==> src/rtl/stft_pkg.sv <==
// stft_pkg: shared types, constants and coefficient tables for the stft log spectrogram
// depends on nothing; used by stft_log_unit and stft_log_spectrogram
`default_nettype none

package stft_pkg;

    localparam int WINDOW    = 32;
    localparam int LAST_BIN  = WINDOW / 2;
    localparam logic [5:0] HOP_RESET = 6'd16;
    localparam logic [31:0] LN2_Q30  = 32'd744261118;

    typedef struct packed {
        logic signed [15:0] sample;
        logic               end_of_signal;
    } t_in_item;

    typedef struct packed {
        logic [15:0]        frame_number;
        logic [4:0]         bin_number;
        logic signed [15:0] log_magnitude;
        logic               last_bin;
    } t_out_item;

    typedef enum logic [2:0] {
        S_IDLE,
        S_WIN,
        S_DFT,
        S_LOG,
        S_OUT
    } t_state;

    typedef enum logic [2:0] {
        L_IDLE,
        L_SHIFT,
        L_SQ_RE,
        L_SQ_IM,
        L_NORM,
        L_FRAC,
        L_SCALE,
        L_ROUND
    } t_log_state;

    // cos(2*pi*idx/32) in q15 for idx 0..8
    function automatic logic [15:0] cos_base(logic [3:0] idx);
        logic [15:0] v;
        case (idx)
            4'd0:    v = 16'd32768;
            4'd1:    v = 16'd32138;
            4'd2:    v = 16'd30274;
            4'd3:    v = 16'd27246;
            4'd4:    v = 16'd23170;
            4'd5:    v = 16'd18205;
            4'd6:    v = 16'd12540;
            4'd7:    v = 16'd6393;
            default: v = 16'd0;
        endcase
        return v;
    endfunction

    // cos(2*pi*m/32) in q15, quadrant folded
    function automatic logic signed [16:0] twid_cos(logic [4:0] m);
        logic [3:0]         r;
        logic [3:0]         rr;
        logic signed [16:0] c;
        logic signed [16:0] res;
        r  = {1'b0, m[2:0]};
        rr = 4'd8 - r;
        case (m[4:3])
            2'd0:    begin c = $signed({1'b0, cos_base(r)});  res = c;  end
            2'd1:    begin c = $signed({1'b0, cos_base(rr)}); res = -c; end
            2'd2:    begin c = $signed({1'b0, cos_base(r)});  res = -c; end
            default: begin c = $signed({1'b0, cos_base(rr)}); res = c;  end
        endcase
        return res;
    endfunction

    // sin(2*pi*m/32) = cos(2*pi*(m-8)/32)
    function automatic logic signed [16:0] twid_sin(logic [4:0] m);
        return twid_cos(m - 5'd8);
    endfunction

    // hamming window in q15, symmetric about the middle
    function automatic logic [15:0] win_coef(logic [4:0] i);
        logic [3:0]  j;
        logic [15:0] v;
        j = i[4] ? ~i[3:0] : i[3:0];
        case (j)
            4'd0:    v = 16'd2621;
            4'd1:    v = 16'd2930;
            4'd2:    v = 16'd3843;
            4'd3:    v = 16'd5323;
            4'd4:    v = 16'd7310;
            4'd5:    v = 16'd9721;
            4'd6:    v = 16'd12460;
            4'd7:    v = 16'd15412;
            4'd8:    v = 16'd18458;
            4'd9:    v = 16'd21473;
            4'd10:   v = 16'd24333;
            4'd11:   v = 16'd26921;
            4'd12:   v = 16'd29132;
            4'd13:   v = 16'd30874;
            4'd14:   v = 16'd32077;
            default: v = 16'd32691;
        endcase
        return v;
    endfunction

endpackage

`default_nettype wire

==> src/rtl/stft_log_unit.sv <==
// stft_log_unit: iterative 0.5*ln(re^2+im^2) in signed q8 with one 32x32 multiplier
// depends on stft_pkg
`default_nettype none

module stft_log_unit (
    input  wire logic               i_clk,
    input  wire logic               i_rst_n,
    input  wire logic               i_start,
    input  wire logic signed [51:0] i_re,
    input  wire logic signed [51:0] i_im,
    output logic                    o_done,
    output logic signed [15:0]      o_result
);

    stft_pkg::t_log_state r_state, n_state;
    logic [51:0] r_ar, n_ar, r_ai, n_ai;
    logic [4:0]  r_sh, n_sh;
    logic [62:0] r_p, n_p;
    logic [5:0]  r_e, n_e;
    logic [31:0] r_y, n_y;
    logic [15:0] r_frac, n_frac;
    logic [3:0]  r_cnt, n_cnt;
    logic [63:0] r_m, n_m;
    logic        r_neg, n_neg;
    logic signed [15:0] r_res, n_res;
    logic        r_done, n_done;

    logic [31:0] mul_a, mul_b;
    logic [63:0] prod;
    logic [51:0] abs_re, abs_im;
    logic signed [7:0]  ei;
    logic signed [23:0] t_val;
    logic [23:0] t_mag;
    logic [24:0] q;
    logic [63:0] rounded;

    assign abs_re = i_re[51] ? 52'(-i_re) : 52'(i_re);
    assign abs_im = i_im[51] ? 52'(-i_im) : 52'(i_im);
    assign ei     = $signed({2'b00, r_e}) + $signed({2'b00, r_sh, 1'b0}) - 8'sd60;
    assign t_val  = {ei, r_frac};
    assign t_mag  = t_val[23] ? 24'(-t_val) : 24'(t_val);
    assign rounded = r_m + (64'd1 << 38);
    assign q       = rounded[63:39];

    always_comb begin
        mul_a = r_y;
        mul_b = r_y;
        case (r_state)
            stft_pkg::L_SQ_RE: begin mul_a = r_ar[31:0]; mul_b = r_ar[31:0]; end
            stft_pkg::L_SQ_IM: begin mul_a = r_ai[31:0]; mul_b = r_ai[31:0]; end
            stft_pkg::L_SCALE: begin mul_a = {8'd0, t_mag}; mul_b = stft_pkg::LN2_Q30; end
            default: ;
        endcase
    end

    assign prod = mul_a * mul_b;

    // next state
    always_comb begin
        n_state = r_state;
        unique case (r_state)
            stft_pkg::L_IDLE:
                if (i_start && (i_re != '0 || i_im != '0)) n_state = stft_pkg::L_SHIFT;
            stft_pkg::L_SHIFT:
                if (r_ar[51:31] == '0 && r_ai[51:31] == '0) n_state = stft_pkg::L_SQ_RE;
            stft_pkg::L_SQ_RE: n_state = stft_pkg::L_SQ_IM;
            stft_pkg::L_SQ_IM: n_state = stft_pkg::L_NORM;
            stft_pkg::L_NORM:
                if (r_p[62:32] == '0 && r_p[31]) n_state = stft_pkg::L_FRAC;
            stft_pkg::L_FRAC:
                if (r_cnt == 4'd15) n_state = stft_pkg::L_SCALE;
            stft_pkg::L_SCALE: n_state = stft_pkg::L_ROUND;
            stft_pkg::L_ROUND: n_state = stft_pkg::L_IDLE;
            default: n_state = stft_pkg::L_IDLE;
        endcase
    end

    // datapath
    always_comb begin
        logic [32:0] s;
        n_ar = r_ar; n_ai = r_ai; n_sh = r_sh; n_p = r_p; n_e = r_e; n_y = r_y;
        n_frac = r_frac; n_cnt = r_cnt; n_m = r_m; n_neg = r_neg; n_res = r_res;
        n_done = 1'b0;
        s = prod[63:31];
        unique case (r_state)
            stft_pkg::L_IDLE:
                if (i_start) begin
                    n_ar = abs_re;
                    n_ai = abs_im;
                    n_sh = '0;
                    if (i_re == '0 && i_im == '0) begin
                        n_res  = -16'sd32768;
                        n_done = 1'b1;
                    end
                end
            stft_pkg::L_SHIFT:
                if (r_ar[51:31] != '0 || r_ai[51:31] != '0) begin
                    n_ar = r_ar >> 1;
                    n_ai = r_ai >> 1;
                    n_sh = r_sh + 5'd1;
                end
            stft_pkg::L_SQ_RE: n_p = prod[62:0];
            stft_pkg::L_SQ_IM: begin
                n_p = r_p + prod[62:0];
                n_e = 6'd31;
            end
            stft_pkg::L_NORM:
                if (r_p[62:32] != '0) begin
                    n_p = r_p >> 1;
                    n_e = r_e + 6'd1;
                end else if (!r_p[31]) begin
                    n_p = r_p << 1;
                    n_e = r_e - 6'd1;
                end else begin
                    n_y    = r_p[31:0];
                    n_cnt  = '0;
                    n_frac = '0;
                end
            stft_pkg::L_FRAC: begin
                if (s[32]) begin
                    n_y    = s[32:1];
                    n_frac = {r_frac[14:0], 1'b1};
                end else begin
                    n_y    = s[31:0];
                    n_frac = {r_frac[14:0], 1'b0};
                end
                n_cnt = r_cnt + 4'd1;
            end
            stft_pkg::L_SCALE: begin
                n_m   = prod;
                n_neg = t_val[23];
            end
            stft_pkg::L_ROUND: begin
                if (!r_neg && q > 25'd32767)      n_res = 16'sd32767;
                else if (r_neg && q > 25'd32768)  n_res = -16'sd32768;
                else if (r_neg)                   n_res = 16'(-$signed(q));
                else                              n_res = $signed(q[15:0]);
                n_done = 1'b1;
            end
            default: ;
        endcase
    end

    always_ff @(posedge i_clk) begin
        if (!i_rst_n) begin
            r_state <= stft_pkg::L_IDLE;
            r_done  <= 1'b0;
        end else begin
            r_state <= n_state;
            r_done  <= n_done;
        end
        r_ar <= n_ar; r_ai <= n_ai; r_sh <= n_sh; r_p <= n_p; r_e <= n_e;
        r_y <= n_y; r_frac <= n_frac; r_cnt <= n_cnt; r_m <= n_m; r_neg <= n_neg;
        r_res <= n_res;
    end

    assign o_done   = r_done;
    assign o_result = r_res;

endmodule

`default_nettype wire
==> config.mk <==
export PLATFORM = sky130hd
export DESIGN_NAME = stft_log_unit
export DESIGN_NICKNAME = d
export VERILOG_FILES = /design/src/rtl/stft_pkg.sv /design/src/rtl/stft_log_unit.sv
export SDC_FILE = /design/constraint.sdc
export NUM_CORES = 2
export LEC_CHECK = 0
export ABC_CLOCK_PERIOD_IN_PS = 19300
export BUFFER_PORTS_ARGS = -buffer_cell sky130_fd_sc_hd__buf_2
export CELL_PAD_IN_SITES_DETAIL_PLACEMENT = 1
export CELL_PAD_IN_SITES_GLOBAL_PLACEMENT = 1
export CORE_ASPECT_RATIO = 0.7
export CORE_MARGIN = 1.5
export CORE_UTILIZATION = 55
export CTS_CLUSTER_DIAMETER = 60
export CTS_CLUSTER_SIZE = 12
export DETAILED_ROUTE_END_ITERATION = 10
export HOLD_SLACK_MARGIN = 0.1
export PLACE_DENSITY = 0.86
export SYNTH_ARGS = -nofsm -noshare
export SYNTH_HDL_FRONTEND = slang
export SYNTH_SLANG_ARGS = --single-unit
==> constraint.sdc <==
create_clock -name i_clk -period 19.3 [get_ports i_clk]
set_clock_uncertainty 0.05 [all_clocks]
set_input_delay 0 -clock i_clk [delete_from_list [all_inputs] [get_ports i_clk]]
set_output_delay 0 -clock i_clk [all_outputs]
set_load 0.02 [all_outputs]
Word-level counts from Yosys, hierarchy flattened
Index checks and enable logic that the tools add are counted.

storage, ports and cells
  bits in latches = 0
  bits in writable memories = 0
  bits in registers = 315
  memories = 0
  bits of input ports = 107
  bits in read-only memories = 0
  output and inout port bits = 17

operators by class
  equality and inequality tests = 18
  $lt $le $gt $ge = 2
  shift-type cells = 0
  add/sub/neg operators = 12
  multiply operators = 1
  divide/modulo/power cells = 0
  reduce and logical (&&, ||, !) cells = 31
  bitwise operators = 0
  mux-type cells = 45

operators with widths
  kind                                                                    count
  52-bit 2-to-1 mux                                                       6
  52-bit case mux with 2 select lines                                     2
  32-bit case mux with 3 select lines                                     2
  63-bit case mux with 3 select lines                                     1
  63-bit 2-to-1 mux                                                       2
  16-bit 2-to-1 mux                                                       7
  52-bit zero test                                                        2
  52-bit negation                                                         2
  52-bit nonzero test                                                     2
  32-bit 2-to-1 mux                                                       3
  64-bit by 39-bit adder with 64-bit output, second input constant        1
  32-bit by 32-bit multiplier with 64-bit output                          1
  16-bit case mux with 2 select lines                                     2
  32-bit case mux with 2 select lines                                     1
  63-bit adder                                                            1
  21-bit zero test                                                        2
  21-bit nonzero test                                                     2
  31-bit zero test                                                        1
  31-bit nonzero test                                                     1
  25-bit by 15-bit > comparator with 1-bit output, second input constant  1
  25-bit by 16-bit > comparator with 1-bit output, second input constant  1
  24-bit 2-to-1 mux                                                       1
  24-bit negation                                                         1
  3-bit case mux with 8 select lines                                      1
  other kinds (31)                                                        63

Depth between registers and ports, before layout
  depth in word-level cells = 8
  gate-level depth with buffers = 54
  mapped depth without buffers = 51

Least setup slack after synthesis
No wires, ideal clock.

  path kind = flip-flop to flip-flop
  from = register r_sh[3]
  to = register r_p[62], data pin
  arrival time = 11.775 ns
  library setup time = 0.158 ns
  path buffers = 4
  stages on the path, launching flop included = 47
  setup slack = 7.317 ns
  cells stage by stage = edfxtp_1 -> ha_1 -> fa_1 -> inv_1 -> o31ai_1 -> inv_1 -> clkbuf_1 -> o21ai_0 -> xnor2_1 -> o21ai_0 -> clkbuf_1 -> nand2_1 -> fa_1 -> inv_1 -> fa_1 -> inv_1 -> fa_1 -> fa_1 -> [... 11 more ...] -> or2_2 -> o211ai_1 -> a21oi_1 -> o41ai_1 -> a211oi_1 -> xnor2_1 -> ha_1 -> clkbuf_1 -> nand2_1 -> o21ai_0 -> a21oi_1 -> o21ai_0 -> a21o_1 -> a21oi_1 -> a21boi_0 -> o21ai_0 -> or2_2 -> o211ai_1

on the way
  word-level cells in the longest chain between the ends = 8

RTL lines
  what                                                line                  source
  start: declaration                                  stft_log_unit.sv:17   logic [4:0] r_sh, n_sh;
  start signal: assignment                            stft_log_unit.sv:152  r_ar <= n_ar; r_ai <= n_ai; r_sh <= n_sh; r_p <= n_p; r_e <= n_e;
  6-bit by 6-bit adder with 7-bit output (*)          stft_log_unit.sv:39   assign ei = $signed({2'b00, r_e}) + $signed({2'b00, r_sh, 1'b0}) - 8'sd60;
  7-bit by 6-bit subtractor with 8-bit output (*)     stft_log_unit.sv:39
  net ei[7]                                           stft_log_unit.sv:31   logic signed [7:0] ei;
  24-bit negation                                     stft_log_unit.sv:41   assign t_mag = t_val[23] ? 24'(-t_val) : 24'(t_val);
  24-bit 2-to-1 mux (*)                               stft_log_unit.sv:41
  32-bit case mux with 3 select lines (*)             stft_log_unit.sv:48   case (r_state)
  32-bit by 32-bit multiplier with 64-bit output (*)  stft_log_unit.sv:56   assign prod = mul_a * mul_b;
  net prod[49]                                        stft_log_unit.sv:29   logic [63:0] prod;
  63-bit adder (*)                                    stft_log_unit.sv:104  n_p = r_p + prod[62:0];
  63-bit case mux with 3 select lines (*)             stft_log_unit.sv:85   unique case (r_state)
  net n_p[62]                                         stft_log_unit.sv:18   logic [62:0] r_p, n_p;
  end signal: assignment                              stft_log_unit.sv:152
  end: declaration                                    stft_log_unit.sv:18

Mark *: on every way through the listed nets, which the timed path passes. The rest lies on a longest branch.
A chain may end at the register's enable or synchronous reset.

Final worst setup path
  from = register r_sh[1]
  to = register r_p[59], data pin

on the way
  word-level cells in the longest chain between the ends = 8

RTL lines
  what                                                line
  6-bit by 6-bit adder with 7-bit output (*)          stft_log_unit.sv:39
  7-bit by 6-bit subtractor with 8-bit output (*)     stft_log_unit.sv:39
  24-bit negation                                     stft_log_unit.sv:41
  24-bit 2-to-1 mux (*)                               stft_log_unit.sv:41
  32-bit case mux with 3 select lines (*)             stft_log_unit.sv:48
  32-bit by 32-bit multiplier with 64-bit output (*)  stft_log_unit.sv:56
  net prod[44]                                        stft_log_unit.sv:29
  63-bit adder (*)                                    stft_log_unit.sv:104
  63-bit case mux with 3 select lines (*)             stft_log_unit.sv:85
  net n_p[59]                                         stft_log_unit.sv:18

Marks and branches as above.

==> reports/qor.yml <==
initial_utilization_pct: 55.7
die_area_um2: 97500
max_freq_mhz: 66.3
synth_xor_area_share_pct: 4.60
yosys.area_share.adder_pct: 42.5
grt_usage_pct: 48.3
dp.cells: 7204
relSlewSlack_pct: 9.97
max_cap_violations: 0
nNetsFinal: 7509
ys_types: 80
pin_count: 124
synth_area_per_cell_um2: 8.75
finalSetupTns_ns: 0
numCtsBuffers: 28
clk_pin_slew_ns: 0.08
grt_pass1_vias: 52800
synth_compound_area_share_pct: 11.0
dp_hpwl_um: 169000
period_share_pct: 78.2
rows: 94
crit_buf_inv: 10
ant_nets: 0
ys.flop_type: "edfxtp_1"
cts-root-buf: "clkbuf_16"
nFillCells: 10900
grt_max_degree: 129
cp-start-kind: "flip-flop"
crit_type: "flip-flop to flip-flop"
synthSimpleGateAreaFrac_pct: 14.8
ys_seq_area_share_pct: 15.8
clockBufferDepth: 3
wl_um: 243000
portBuffers: 123
dieWidth_um: 372
endpoint_kind: "flip-flop"
synth_seq_cells: 277
whs_ns: 0.157
rsz0062_at_grt: "false"
cts_resized: 0
crit_family: "adder cells"
syn-cell-area_um2: 52600
antenna_found_initial: 41
synth_edf_count: 273
setup_viol: 0
drc_errors: 0
worstPathRequired_ns: 19.63
run_status: "finished, final reports clean"
worst_pin_slew_ns: 1.35
htreeDepth: 1
grt_pass1_wl_um: 345000
vias: 50200
cts_tree: "yes"
stdcell_count: 7449
areaGrowthSynthToFinish_pct: 9.22
gp_congestion: 1.01
hold_path_class: "input pin to flip-flop"
slowest_delay_ns: 0.82
synth_fp_nets: 7363
vias_per_cell: 6.73
clkSinkCount: 277
async_reset_ff_share_pct: 0
worst_path_max_delay_cell: "xnor2_1"
drt_first_pass_iters: 10
layout-drive-gt1-share_pct: 6.03
grt_overflow: 0
dieHeight_um: 262
multi_input_area_um2: 39300
min_period_ns: 15.09
regArea_um2: 8280
ys_warn_count: 0
drt_iter0_drc: 7072
worst_ep_arrival_time_ns: 15.42
postCtsSetupBuffers: 0
hold_viol_final: 0
finalMaxSlewViolations: 0
critPathMaxFanout: 23
synthMuxAreaShare_pct: 1.22
insertion_delay_ns: 0.65
synth_top_family_by_area: "adder cells"
core_region_area_um2: 94300
wl_per_cell_um: 32.6
synth_cells: 6009
-- through the flow --
| stage | area, um^2 | util, % | worst slack, ns |
|---|---|---|---|
| 5_1_grt | 57400 | 60.8 | 3.95 |
| 4_1_cts | 57300 | 60.8 | 5.00 |
| 3_5_place_dp | 54800 | 58.1 | 5.10 |
| 2_1_floorplan | 52600 | - | 7.32 |
| 3_3_place_gp | 54800 | 58.1 | 5.33 |
| 6_report | 57400 | 60.9 | 4.21 |
-- layout make-up --
type / count / area share [%]
Antenna cell: 28 / 0.122
Clock buffer: 42 / 1.31
Clock inverter: 6 / 0.111
Inverter: 1105 / 7.23
Multi-Input combinational cell: 4328 / 68.5
Sequential cell: 277 / 14.4
Tap cell: 1248 / 2.72
Timing Repair Buffer: 415 / 5.63
-- flip-flops by register name (all words and copies together), names as in the netlist --
| name | flops |
|---|---|
| r_frac | 16 |
| r_m | 26 |
| o_done | 1 |
| r_cnt | 4 |
| o_result | 16 |
| r_state | 3 |
| r_ar | 52 |
| r_p | 63 |
| r_sh | 5 |
| r_e | 6 |
| r_neg | 1 |
| r_y | 32 |
| r_ai | 52 |
-- Yosys cell counts (18+ instances only) --
master | n | area share (%)
a22oi_1 | 54 | 0.77
and3_1 | 33 | 0.39
ha_1 | 349 | 8.3
fa_1 | 898 | 34
o21ai_0 | 332 | 3.2
nor2_1 | 507 | 3.6
and2_1 | 27 | 0.32
nand2_1 | 920 | 6.6
nor3_1 | 40 | 0.38
edfxtp_1 | 273 | 16
o31ai_1 | 52 | 0.74
nand2b_1 | 27 | 0.32
xnor2_1 | 103 | 1.7
or3_1 | 22 | 0.26
inv_1 | 1092 | 7.8
nor4_1 | 32 | 0.38
clkbuf_1 | 288 | 2.1
a31oi_1 | 21 | 0.25
a21o_1 | 64 | 0.91
nand4_1 | 54 | 0.64
a211oi_1 | 28 | 0.40
o41ai_1 | 18 | 0.30
o221ai_1 | 20 | 0.33
a21oi_1 | 175 | 1.7
o21a_1 | 26 | 0.37
or2_2 | 20 | 0.24
nand3_1 | 65 | 0.62
mux2i_1 | 62 | 1.2
xor2_1 | 173 | 2.9
-- per-layer routing --
layer	up-vias	share of wire [%]	GRT usage (%)
li1	19500	-	-
met1	25000	35	60.6
met2	4180	41	69.4
met3	1406	16	21.4
met4	42	7.9	27.9
met5	-	0.18	0
-- cell usage in the layout (no fill, tap or decap), types with 102 or more instances in the layout --
cell type	Yosys	routed
buf_4	0	123
buf_2	0	123
inv_1	1092	1092
o21ai_0	332	323
xor2_1	173	173
fa_1	898	898
nor2_1	507	498
nand2_1	920	919
ha_1	349	348
edfxtp_1	273	273
a21oi_1	175	169
xnor2_1	103	102
dlygate4sd3_1	0	169
-- kinds of logic after synthesis --
kind of cell	after synthesis
simple gates	1819
compound gates	922
flops	277
xor+xnor	276
fa+ha+maj	1247
buf+inv	1404
mux	64
-- worst register-to-register path, delay by kind of cell (launching register included) --
kind | cells | cell delay, ns
AOI/OAI and AO/OA | 15 | 3.66
xor gates and xnor gates | 2 | 1.03
adders and majority gates | 12 | 5.92
buffers and inverters | 10 | 2.14
DFF | 1 | 0.50
and+or+nand+nor | 8 | 1.50
-- what timing repair did --
action | CTS | global route
hold endpoints to repair | 124 | 0
hold buffers | 169 | 0
setup endpoints to repair | 0 | 0
-- path summary, 6_finish.rpt --
check                                        startpoint                 endpoint  slack (ns)  cells past startpoint
worst max register to register    r_sh[1]$_SDFFCE_PN0P_        r_p[59]$_DFFE_PP_        4.21                     47
worst max-delay path              r_sh[1]$_SDFFCE_PN0P_        r_p[59]$_DFFE_PP_        4.21                     47
worst min register to register  r_state[1]$_SDFFE_PN0P_  r_state[1]$_SDFFE_PN0P_        0.50                      2
worst min-delay path                            i_rst_n        o_done$_SDFF_PN0_        0.16                      3
Power is left out: the tool's default activity adds up to more than one toggle a clock period on the data nets, which glitch-free logic cannot reach.
